$ cat config.mk
export PLATFORM = sky130hd
export DESIGN_NAME = string_history_ring_core
export DESIGN_NICKNAME = d
export VERILOG_FILES = /design/src/rtl/shr_pkg.sv /design/src/rtl/string_history_ring_core.sv
export SDC_FILE = /design/constraint.sdc
export NUM_CORES = 1
export LEC_CHECK = 0
export ABC_AREA = 0
export BUFFER_PORTS_ARGS = -buffer_cell sky130_fd_sc_hd__buf_2
export CAP_MARGIN = 30
export CORE_ASPECT_RATIO = 0.5
export CORE_MARGIN = 4
export CORE_UTILIZATION = 57
export CTS_CLUSTER_SIZE = 28
export DETAILED_ROUTE_END_ITERATION = 7
export GPL_TIMING_DRIVEN = 1
export PLACE_DENSITY_LB_ADDON = 0.25
export RECOVER_POWER = 50
export SLEW_MARGIN = 20
export SYNTH_ARGS = -nofsm -noshare
export SYNTH_HDL_FRONTEND = slang
export SYNTH_SLANG_ARGS = --single-unit
$ cat constraint.sdc
create_clock -name clk -period 3.6 [get_ports clk]
set_clock_uncertainty 0.2 [all_clocks]
set_input_delay 0.18 -clock clk [delete_from_list [all_inputs] [get_ports clk]]
set_output_delay 0.18 -clock clk [all_outputs]
set_load 0.02 [all_outputs]
$ cat src/rtl/shr_pkg.sv
// Package for the string history ring: sizes, status codes, sequencer states, ring index math.
package shr_pkg;

  localparam int HIST_LEN = 64;
  localparam int IW       = $clog2(HIST_LEN);

  typedef logic [IW-1:0] idx_t;

  localparam idx_t LAST_IDX = IW'(HIST_LEN - 1);

  localparam logic OP_APPEND = 1'b0;
  localparam logic OP_RECALL = 1'b1;

  localparam logic [2:0] ST_STORED   = 3'd0;
  localparam logic [2:0] ST_OVERFLOW = 3'd1;
  localparam logic [2:0] ST_DISCARD  = 3'd2;
  localparam logic [2:0] ST_BYTE     = 3'd3;
  localparam logic [2:0] ST_EMPTY    = 3'd4;
  localparam logic [2:0] ST_NOTFOUND = 3'd5;

  typedef enum logic [2:0] {
    S_IDLE,
    S_APPEND,
    S_FRD,
    S_FCHK,
    S_BRD,
    S_BCHK
  } shr_state_t;

  function automatic idx_t idx_next(idx_t i);
    return (i == LAST_IDX) ? '0 : idx_t'(i + 1'b1);
  endfunction

  function automatic idx_t idx_prev(idx_t i);
    return (i == '0) ? LAST_IDX : idx_t'(i - 1'b1);
  endfunction

endpackage

$ cat src/rtl/string_history_ring_core.sv
// Command-line history kept as NUL-terminated strings in a byte ring.
// Append: the result is registered from S_APPEND once the output is free; a new word is
//   taken only back in S_IDLE. Recall: each ring position visited takes a read state and
//   a check state (single read port, registered read data), both for the backward search
//   and the forward byte walk, plus any time the output is held off.
// Reset (rst_n low, synchronous): ring reads as byte 0 = 0, rest 0xFF via per-entry valid
//   flops; tail and cursor 0, no entry open, no discard, output empty.
module string_history_ring_core (
  input  logic        clk,
  input  logic        rst_n,
  input  logic        in_tvalid,
  output logic        in_tready,
  input  logic [15:0] in_tdata,   // [7:0] data_byte, [13:8] entry_age, [15:14] zero
  input  logic [0:0]  in_tuser,   // [0] operation
  output logic        out_tvalid,
  input  logic        out_tready,
  output logic [15:0] out_tdata,  // [7:0] data_byte_res, [13:8] start_offset, [15:14] zero
  output logic [2:0]  out_tuser,  // [2:0] status
  output logic        out_tlast
);
  import shr_pkg::*;

  shr_state_t state_r, state_nxt;

  idx_t       tail_r, tail_nxt;
  idx_t       cursor_r, cursor_nxt;
  idx_t       idx_r, idx_nxt;
  idx_t       start_r, start_nxt;
  logic       open_r, open_nxt;
  logic       disc_r, disc_nxt;
  logic       pend_vld_r, pend_vld_nxt;
  logic [7:0] pend_r, pend_nxt;
  logic [5:0] age_r, age_nxt;
  logic [7:0] byte_r, byte_nxt;

  logic [7:0]          mem [HIST_LEN];
  logic [HIST_LEN-1:0] valid_r;
  logic [7:0]          rdata_r;
  logic                rd_vld_r;

  logic       mem_we;
  idx_t       waddr;
  logic       ring_clr;

  logic       out_valid_r;
  logic [2:0] out_status_r, out_status_nxt;
  logic [7:0] out_byte_r, out_byte_nxt;
  logic [5:0] out_start_r, out_start_nxt;
  logic       out_last_r, out_last_nxt;
  logic       out_load;
  logic       out_free;

  logic [7:0] rd_byte;
  idx_t       stop;
  idx_t       guard;
  idx_t       cur;
  logic       cont;

  assign out_free  = !out_valid_r || out_tready;
  assign in_tready = (state_r == S_IDLE);

  // unwritten entries read as their reset value
  assign rd_byte = rd_vld_r ? rdata_r : ((idx_r == '0) ? 8'h00 : 8'hFF);
  assign stop    = idx_next(tail_r);
  assign guard   = idx_prev(start_r);
  assign cur     = open_r ? cursor_r : idx_next(tail_r);
  assign cont    = (rd_byte != 8'h00) && (idx_r != guard);

  always_comb begin
    state_nxt = state_r;
    case (state_r)
      S_IDLE: begin
        if (in_tvalid) begin
          state_nxt = (in_tuser[0] == OP_RECALL) ? S_FRD : S_APPEND;
        end
      end
      S_APPEND: begin
        if (out_free) state_nxt = S_IDLE;
      end
      S_FRD: state_nxt = S_FCHK;
      S_FCHK: begin
        if (idx_r == stop) begin
          if (out_free) state_nxt = S_IDLE;
        end else if (rd_byte == 8'h00 && age_r == '0) begin
          state_nxt = S_BRD;
        end else begin
          state_nxt = S_FRD;
        end
      end
      S_BRD: state_nxt = S_BCHK;
      S_BCHK: begin
        if (cont) begin
          if (!pend_vld_r || out_free) state_nxt = S_BRD;
        end else if (out_free) begin
          state_nxt = S_IDLE;
        end
      end
      default: state_nxt = S_IDLE;
    endcase
  end

  always_comb begin
    tail_nxt       = tail_r;
    cursor_nxt     = cursor_r;
    idx_nxt        = idx_r;
    start_nxt      = start_r;
    open_nxt       = open_r;
    disc_nxt       = disc_r;
    pend_vld_nxt   = pend_vld_r;
    pend_nxt       = pend_r;
    age_nxt        = age_r;
    byte_nxt       = byte_r;
    mem_we         = 1'b0;
    waddr          = cur;
    ring_clr       = 1'b0;
    out_load       = 1'b0;
    out_status_nxt = ST_STORED;
    out_byte_nxt   = 8'h00;
    out_start_nxt  = '0;
    out_last_nxt   = 1'b1;
    case (state_r)
      S_IDLE: begin
        if (in_tvalid) begin
          byte_nxt     = in_tdata[7:0];
          age_nxt      = in_tdata[13:8];
          idx_nxt      = idx_prev(tail_r);
          pend_vld_nxt = 1'b0;
        end
      end
      S_APPEND: begin
        if (out_free) begin
          out_load = 1'b1;
          if (disc_r) begin
            out_status_nxt = ST_DISCARD;
            if (byte_r == 8'h00) disc_nxt = 1'b0;
          end else if (cur == idx_prev(tail_r)) begin
            out_status_nxt = ST_OVERFLOW;
            ring_clr       = 1'b1;
            tail_nxt       = '0;
            cursor_nxt     = '0;
            open_nxt       = 1'b0;
            disc_nxt       = (byte_r != 8'h00);
          end else begin
            out_status_nxt = ST_STORED;
            mem_we         = 1'b1;
            if (byte_r == 8'h00) begin
              tail_nxt   = cur;
              cursor_nxt = cur;
              open_nxt   = 1'b0;
            end else begin
              cursor_nxt = idx_next(cur);
              open_nxt   = 1'b1;
            end
          end
        end
      end
      S_FCHK: begin
        if (idx_r == stop) begin
          if (out_free) begin
            out_load       = 1'b1;
            out_status_nxt = ST_NOTFOUND;
          end
        end else if (rd_byte == 8'h00) begin
          if (age_r == '0) begin
            start_nxt = idx_next(idx_r);
            idx_nxt   = idx_next(idx_r);
          end else begin
            age_nxt = age_r - 6'd1;
            idx_nxt = idx_prev(idx_r);
          end
        end else begin
          idx_nxt = idx_prev(idx_r);
        end
      end
      S_BCHK: begin
        out_start_nxt = 6'(start_r);
        if (cont) begin
          if (!pend_vld_r || out_free) begin
            out_load       = pend_vld_r;
            out_status_nxt = ST_BYTE;
            out_byte_nxt   = pend_r;
            out_last_nxt   = 1'b0;
            pend_nxt       = rd_byte;
            pend_vld_nxt   = 1'b1;
            idx_nxt        = idx_next(idx_r);
          end
        end else if (out_free) begin
          out_load       = 1'b1;
          out_status_nxt = pend_vld_r ? ST_BYTE : ST_EMPTY;
          out_byte_nxt   = pend_vld_r ? pend_r : 8'h00;
          pend_vld_nxt   = 1'b0;
        end
      end
      default: begin
      end
    endcase
  end

  always_ff @(posedge clk) begin
    if (!rst_n) begin
      state_r    <= S_IDLE;
      tail_r     <= '0;
      cursor_r   <= '0;
      open_r     <= 1'b0;
      disc_r     <= 1'b0;
      pend_vld_r <= 1'b0;
    end else begin
      state_r    <= state_nxt;
      tail_r     <= tail_nxt;
      cursor_r   <= cursor_nxt;
      open_r     <= open_nxt;
      disc_r     <= disc_nxt;
      pend_vld_r <= pend_vld_nxt;
    end
  end

  always_ff @(posedge clk) begin
    idx_r   <= idx_nxt;
    start_r <= start_nxt;
    pend_r  <= pend_nxt;
    age_r   <= age_nxt;
    byte_r  <= byte_nxt;
  end

  always_ff @(posedge clk) begin
    if (!rst_n || ring_clr) begin
      valid_r <= '0;
    end else if (mem_we) begin
      valid_r[waddr] <= 1'b1;
    end
  end

  always_ff @(posedge clk) begin
    if (mem_we) mem[waddr] <= byte_r;
    rdata_r  <= mem[idx_r];
    rd_vld_r <= valid_r[idx_r];
  end

  always_ff @(posedge clk) begin
    if (!rst_n) begin
      out_valid_r <= 1'b0;
    end else begin
      out_valid_r <= out_load || (out_valid_r && !out_tready);
    end
  end

  always_ff @(posedge clk) begin
    if (out_load) begin
      out_status_r <= out_status_nxt;
      out_byte_r   <= out_byte_nxt;
      out_start_r  <= out_start_nxt;
      out_last_r   <= out_last_nxt;
    end
  end

  assign out_tvalid = out_valid_r;
  assign out_tuser  = out_status_r;
  assign out_tdata  = {2'b00, out_start_r, out_byte_r};
  assign out_tlast  = out_last_r;

`ifndef SYNTH
  a_disc_closed: assert property (@(posedge clk) disable iff (!rst_n)
    disc_r |-> !open_r)
    else $error("discarding while an entry is open");

  a_open_cursor: assert property (@(posedge clk) disable iff (!rst_n)
    open_r |-> (cursor_r != tail_r))
    else $error("write cursor caught up with tail");

  a_ovf_tail: assert property (@(posedge clk) disable iff (!rst_n)
    (out_load && out_status_nxt == ST_OVERFLOW) |=> (tail_r == '0 && !open_r))
    else $error("overflow did not reset the ring");

  a_pend_walk: assert property (@(posedge clk) disable iff (!rst_n)
    pend_vld_r |-> (state_r == S_BRD || state_r == S_BCHK))
    else $error("pending recall byte outside the byte walk");
`endif

endmodule

==> results of run 1 <==
## report_power, final
part	internal (mW)	switching, mW	total, mW
Combinational	0.282	0.621	0.903
Sequential	8.37	0.0377	8.41
Clock	3.57	2.69	6.25
Total	12.2	3.35	15.6
## repair_timing
action	CTS	global route
hold buffers	18	0
pin swaps	0	0
gates resized for setup	1	1
buffers inserted	0	0
setup endpoints to repair	8	4
endpoints found under the hold margin	27	0
## routing by layer
metal  vias to the layer above  routed length, um  part of all wire, %
met5                         -                  0                    0
met3                       104               8030                   12
met1                      8289              27500                   41
met2                       927              30500                   45
li1                       6846                  -                    -
met4                         0               1290                  1.9
## final timing paths
check	from	endpoint	slack, ns	depth (start not counted)
worst max register to register	tail_r[0]	cursor_r[5]	-0.003	11
worst min register to register	valid_r[6]	valid_r[6]	0.26	1
worst max-delay path	tail_r[0]	cursor_r[5]	-0.003	11
worst min-delay path	in_tdata[3]	byte_r[3]	0.11	2
## sequential cells by signal, summed over array words and instances (netlist names), 3 cells and up
signal       cells
pend_r           8
valid_r         64
start_r          6
out_byte_r       8
rdata_r          8
out_tuser        3
tail_r           6
idx_r            6
state_r          3
age_r            6
out_start_r      6
byte_r           8
cursor_r         6
mem            512
## final cells by class
cell class	instances	area [um^2]
Fill cell	3066	15600
Inverter	28	105
Multi-Input combinational cell	806	7940
Sequential cell	656	18800
Clock buffer	67	1470
Clock inverter	37	425
Timing Repair Buffer	241	1790
Tap cell	638	798
## logic make-up (layout without fill, tap and decap cells)
| family | count (synthesis) | count (layout) | share of synthesized area, % |
|---|---|---|---|
| buf+inv | 136 | 373 | 2.47 |
| flops | 656 | 656 | 69.2 |
| fa+ha+maj | 9 | 9 | 0.415 |
| compound gates | 258 | 258 | 6.83 |
| xor+xnor | 32 | 32 | 1.16 |
| simple gates | 305 | 305 | 6.37 |
| mux | 200 | 200 | 13.5 |
| other cells | 1 | 2 | 0.0138 |
## placed cells by master (no fill, tap or decap), types with 10 or more instances in the layout
master | netlist | routed
a21oi_1 | 44 | 44
a31oi_1 | 10 | 10
and2_1 | 12 | 10
buf_2 | 26 | 24
buf_4 | 14 | 151
clkbuf_1 | 49 | 37
clkbuf_16 | 0 | 56
clkinv_1 | 4 | 14
clkinv_2 | 0 | 16
dfxtp_1 | 92 | 92
dlygate4sd3_1 | 0 | 18
edfxtp_1 | 564 | 564
inv_1 | 23 | 23
mux2i_1 | 64 | 64
mux4_2 | 133 | 133
nand2_1 | 73 | 73
nand3_1 | 28 | 28
nor2_1 | 51 | 50
nor3_1 | 13 | 13
nor4_1 | 57 | 22
nor4_2 | 14 | 45
o21a_1 | 69 | 69
o21ai_0 | 30 | 30
o221ai_1 | 26 | 26
o22ai_1 | 13 | 13
xnor2_1 | 22 | 22
## metrics by stage
step / setup TNS (ns) / instances / power, mW / setup WS, ns / hold slack, ns
floorplan: 0 / 1598 / 9.06 / 0.0150 / 0.0789
global placement: -1.60 / 2339 / 9.39 / -0.0488 / 0.158
detailed placement: 0 / 2351 / 9.43 / 0.0373 / 0.158
CTS: 0 / 2473 / 15.6 / 0.0206 / 0.0639
global route: 0 / 2473 / 16.0 / 0.0132 / 0.0966
finish: -0.00251 / 2473 / 15.6 / -0.00251 / 0.112
## critical path, stage by stage (launching register included)
cell and delay, ns:
dfxtp_1 0.32, buf_4 0.17, ha_1 0.21, buf_4 0.15, xnor2_1 0.22, o21a_1 0.26
or4_1 0.42, buf_4 0.22, buf_4 0.21, or3_1 0.37, a2111oi_0 0.64, a31o_1 0.17
==> results.toml, run 1 <==
[run_status]
outcome = "finished with violations"
violations = "capacitance limit, slew limit, setup timing"

[sta]
drv_slew = 260
setup_viol = 1
fin_ws_ns = -0.00251
period_needed_ns = 3.60
fin_crit_sh_pct = 100
slew-limit-headroom_pct = -7.52
rsz0062_at_grt = "no"
fmax_mhz = 278
worst_slew_pin_slew_ns = 1.61
finalHoldViolations = 0

[grt]
grt_pass1_wl_mm = 102
gr-usage-met1_pct = 40.6
globalRouteOverflowTotal = 0
met3_usage_pct = 6.27
grt_antenna_before_repair = 1
grt_pass1_vias = 16100
grt_most_used_layer = "met1"
grt_usage_pct = 26.7
groute.layer.met2.usage_pct = 40.1
grt_max_degree = 65

[power_and_ir_drop]
power_leakage_nw = 10.6
ir_drop_uv = 328
powerDensity_nw_per_um2 = 497

[die]
start_util_pct = 57.8
core_um2 = 46900
fp.dieH_um = 162
io_pins = 43
dieArea_um2 = 51400
chipWidth_um = 317
rows = 56

[yosys]
synth_seq_area_share_pct = 69.2
syn-cell-area_um2 = 27100
synth-warning-count = 0
synth-seq-cells = 656
synthTopCellsByArea = "edfxtp_1 62%, mux4_2 11%, dfxtp_1 6.8%"
synth_cell_types = 83
synth-edff-count = 564
synth_cells = 1597
synthFlopType = "edfxtp_1"
synth.most_common_cell = "edfxtp_1"
ys_async_sr_fraction_pct = 0
yosys.area.top_type = "edfxtp_1"
synth_area_per_cell_um2 = 17.0
netlist.area_leader.share_pct = 62.4
synth.top_cells.by_count = "564 x edfxtp_1, 133 x mux4_2, 92 x dfxtp_1, 73 x nand2_1, 69 x o21a_1"

[route]
vias = 16200
drt_iter0_drc = 2250
via_per_inst = 6.54
drc = 0
drtAntennaViolNets = 0
dr.pass1.iters = 5
totalWireLength_mm = 67.3
routedWlPerCell_um = 27.2

[clocking]
cts_root_buf = "clkbuf_16"
ctsLongestPathBuffers = 3
path_clk_slew_ns = 0.08
cts_tree = "built"
clk_latency_ns = 0.60
cts-buffers-inserted = 56
clock-sinks = 656
htreeDepth = 2

[cells_and_area]
area_growth_syn_to_layout_pct = 15.4
final_util_pct = 66.7
finalInstanceArea_um2 = 31300
drive_above_1_share_pct = 26.7
antenna_cells = 0
fin_nets = 1819

[worst_hold_path]
hold_class = "in -> reg"

[run]
drv_cap = 4

[setup_path]
cp_data_required_time_ns = 3.94
end_kind = "register"
cp-start-kind = "register"
cp_max_fo = 9
path_class = "reg -> reg"
worst_ep_arrival_time_ns = 3.94

[placement]
place_congestion = 0.980
hpwl_mm = 43.1
port_buffers = 38
dpl-instance-area_um2 = 29300
Power figures use the tool's default switching activity.
==> run 2: changes to the inputs <==
Settings changed: CORE_MARGIN 4 to unset, GPL_ROUTABILITY_DRIVEN set to 0, RECOVER_POWER 50 to unset.
==> results.toml, run 2 (synthesis gave the netlist of run 1 again) <==
[run]
drv_cap = 0

[power_and_ir_drop]
total_power_mw = 15.6
power_leakage_nw = 10.7
ir_drop_uv = 388
powerDensity_nw_per_um2 = 497

[die]
core_um2 = 46900
rows = 56
start_util_pct = 57.9
io_pins = 43
chipWidth_um = 311
dieArea_um2 = 48500
fp.dieH_um = 156

[route]
dr.pass1.iters = 6
routedWlPerCell_um = 27.3
drt_iter0_drc = 2315
totalWireLength_mm = 67.2
drc = 0
via_per_inst = 6.56
vias = 16200
drtAntennaViolNets = 0

[sta]
fin_crit_sh_pct = 96.3
fmax_mhz = 288
finalHoldViolations = 0
worst_slew_pin_slew_ns = 0.907
drv_slew = 0
period_needed_ns = 3.47
rsz0062_at_grt = "no"
setup_viol = 0
slew-limit-headroom_pct = 39.4
fin_ws_ns = 0.133

[cells_and_area]
final_cell_mix = "564 x edfxtp_1, 156 x buf_4, 133 x mux4_2"
layout.cells.non_filler = 2465
fin_nets = 1810
mostFrequentLayoutCell = "edfxtp_1"
top_register = "mem"
top_regs = "mem x512, valid_r x64"
ff_latch_area_um2 = 18800
area_growth_syn_to_layout_pct = 15.7
drive_above_1_share_pct = 28.4
largest_register_ffs = 512
fillers = 2994
antenna_cells = 0
final_util_pct = 66.9
multi_input_area_um2 = 7970

[setup_path]
cp_data_required_time_ns = 3.70
worst_ep_arrival_time_ns = 3.57
cp-start-kind = "register"
path_class = "reg -> reg"
end_kind = "register"
cp_max_fo = 26

[clocking]
cts_root_buf = "clkbuf_16"
cts-buffers-inserted = 55
clock-sinks = 656
htreeDepth = 2
ctsLongestPathBuffers = 3
clk_latency_ns = 0.60
path_clk_slew_ns = 0.07
cts_tree = "built"

[grt]
grt_max_degree = 73
grt_usage_pct = 28.1
globalRouteOverflowTotal = 0
grt_pass1_wl_mm = 101
grt_antenna_before_repair = 0
grt_pass1_vias = 15900

[run_status]
outcome = "completed"

[placement]
port_buffers = 38
place_inst = 2334
pre_cts_ws_ns = -0.0869
hpwl_mm = 42.7

[worst_hold_path]
hold_class = "in -> reg"
==> run 2: worst max-delay path: stages, from the launching register on <==
cell     delay [ns]
dfxtp_1        0.37
inv_1          0.12
ha_1           0.23
nor2b_1        0.17
and2_1         0.19
o311a_1        0.37
xor2_4         0.25
nor4_4         0.09
buf_12         0.20
buf_4          0.19
nor4_2         0.48
buf_4          0.28
==> run 2: area by class of cell <==
class | instances | share of cell area (%)
Timing Repair Buffer | 233 | 5.77
Clock inverter | 32 | 1.21
Inverter | 28 | 0.335
Tap cell | 638 | 2.54
Multi-Input combinational cell | 806 | 25.4
Clock buffer | 72 | 4.92
Sequential cell | 656 | 59.8
==> run 2: metrics by stage <==
stage | TNS (ns) | area [um^2] | hold WS [ns]
global placement | 0 | 29100 | 0.157
detailed placement | -4.21 | 29200 | 0.158
CTS | 0 | 31300 | 0.0394
finish | 0 | 31400 | 0.0440
global route | 0 | 31400 | 0.0406
floorplan | 0 | 27100 | 0.0789
==> run 2: metal layers <==
metal  routed length (um)  share of wire (%)  GRT usage [%]  up-vias
li1                     -                  -              -     6828
met1                27100                 40           41.0     8255
met2                31000                 46           43.6      966
met3                 7430                 11           6.08      121
met4                 1640                2.4           6.77        0
met5                    0                  0              0        -
==> run 2: power by group <==
group	switching (mW)	internal, mW
Sequential	0.0355	8.36
Clock	2.69	3.61
Combinational	0.619	0.291
Total	3.35	12.3
==> run 2: path summary, 6_finish.rpt <==
path                             startpoint           to  slack [ns]  depth (start not counted)
worst max-delay path              tail_r[0]   mem[13][1]        0.13                         11
worst min-delay path              in_tvalid    byte_r[3]        0.04                          2
worst min register to register  valid_r[35]  valid_r[35]        0.27                          1
worst max register to register    tail_r[0]   mem[13][1]        0.13                         11
==> run 2: what timing repair did <==
item,4_1_cts,5_1_grt
setup buffers,2,0
pin swaps,1,0
hold endpoints to repair,35,0
endpoints found under the setup margin,115,8
resized for setup,1,1
hold buffers,18,0
==> run 3: changes to the inputs <==
Settings changed: MAX_ROUTING_LAYER set to met4.
==> results.toml, run 3 (synthesis gave the netlist of run 1 again) <==
[setup_path]
r2r_slack_ns = 0.17
r2r_end = "valid_r[11]"
timing.rr.start = "tail_r[0]"
path_class = "reg -> reg"
cp_data_required_time_ns = 3.89
end_kind = "register"
rr_worst_depth = 13
cp_max_fo = 26
worst_ep_arrival_time_ns = 3.72
cp-start-kind = "register"

[cells_and_area]
top_register = "mem"
fillers = 2995
area_growth_syn_to_layout_pct = 15.7
fin_nets = 1809
mostFrequentLayoutCell = "edfxtp_1"
final_cell_mix = "564 x edfxtp_1, 155 x buf_4, 133 x mux4_2"
largest_register_ffs = 512
drive_above_1_share_pct = 28.4
antenna_cells = 0
top_regs = "mem x512, valid_r x64"

[sta]
finalSetupTns_ns = 0
rsz0062_at_grt = "no"
whs_ns = 0.0417
finalHoldViolations = 0
worst_slew_pin_slew_ns = 0.934
period_needed_ns = 3.43
fmax_mhz = 291
fin_crit_sh_pct = 95.4
fin_ws_ns = 0.166
drv_slew = 0
slew-limit-headroom_pct = 37.6
setup_viol = 0

[worst_hold_path]
holdPathEnd = "byte_r[6]"
holdPathStages = 2
hold_class = "in -> reg"
min_from = "in_tvalid"

[placement]
pre_cts_ws_ns = -0.0869
hpwl_mm = 42.7
port_buffers = 38

[die]
rows = 56
chipWidth_um = 311
core_um2 = 46900
dieArea_um2 = 48500
io_pins = 43
fp.dieH_um = 156
start_util_pct = 57.9

[route]
drc = 0
dr.pass1.iters = 6
drtAntennaViolNets = 0
totalWireLength_mm = 67.5
via_per_inst = 6.56
drt_iter0_drc = 2509
vias = 16200
routedWlPerCell_um = 27.4

[grt]
grt_antenna_before_repair = 0
grt_pass1_vias = 15900
grt_max_degree = 73
grt_usage_pct = 29.1
grt_pass1_wl_mm = 101
globalRouteOverflowTotal = 0

[clocking]
clk_latency_ns = 0.59
ctsLongestPathBuffers = 3
clock-sinks = 656
htreeDepth = 2
cts_tree = "built"
path_clk_slew_ns = 0.07
cts-buffers-inserted = 55
cts_root_buf = "clkbuf_16"

[power_and_ir_drop]
powerDensity_nw_per_um2 = 498
power_leakage_nw = 10.7
ir_drop_uv = 388

[run]
drv_cap = 0

[run_status]
outcome = "completed"
run 3: per-layer routing:
metal | up-vias | routed length, um | track usage [%]
met5 | - | 0 | -
met4 | 0 | 1420 | 6.11
met3 | 111 | 7550 | 6.20
met2 | 953 | 31100 | 43.5
met1 | 8282 | 27400 | 41.5
li1 | 6818 | - | -
run 3: how the worst max path moves through the flow:
stage | startpoint | to | slack [ns] | depth (start not counted)
3_5_place_dp | tail_r[1] | valid_r[50] | -0.09 | 11
5_1_grt | tail_r[0] | valid_r[11] | 0.02 | 13
2_1_floorplan | tail_r[0] | mem[33][0] | 0.01 | 10
4_1_cts | tail_r[0] | mem[28][7] | 0.04 | 9
3_3_place_gp | tail_r[0] | valid_r[62] | 0.05 | 11
6_report | tail_r[0] | valid_r[11] | 0.17 | 13
run 3: power by group:
part           internal (mW)  switching, mW
registers               8.36         0.0362
logic                  0.291          0.623
clock network           3.61           2.70
run 3: stage by stage:
step / power [mW] / area [um^2] / cells / utilization, %
floorplan: 9.06 / 27100 / 1598 / -
global placement: 9.39 / 29100 / 2321 / 62.1
detailed placement: 9.43 / 29200 / 2334 / 62.2
CTS: 15.7 / 31300 / 2458 / 66.8
global route: 16.0 / 31400 / 2464 / 67.0
finish: 15.6 / 31400 / 2464 / 67.0
run 3: what timing repair did:
item                       in CTS  in global routing
buffers inserted                2                  0
pin swaps                       1                  0
hold buffers                   18                  0
setup endpoints to repair     115                  8
hold endpoints to repair       35                  0
resized for setup               1                  2
run 3: layout make-up:
type / count / area (um^2) / share of cell area (%)
Multi-Input combinational cell: 806 / 7990 / 25.4
Inverter: 28 / 105 / 0.335
Sequential cell: 656 / 18800 / 59.8
Timing Repair Buffer: 232 / 1800 / 5.75
Clock buffer: 72 / 1540 / 4.91
Tap cell: 638 / 798 / 2.54
Clock inverter: 32 / 379 / 1.21
run 3: worst max-delay path, cell delays in order, from the launching register on:
cell and delay (ns):
dfxtp_1 0.37, inv_1 0.12, ha_1 0.23, nor2b_1 0.17
a21o_1 0.24, xnor2_1 0.28, nand4_4 0.16, buf_4 0.20
nor4_4 0.35, buf_12 0.27, buf_4 0.23, nor4_1 0.07
buf_4 0.19, o21a_1 0.20
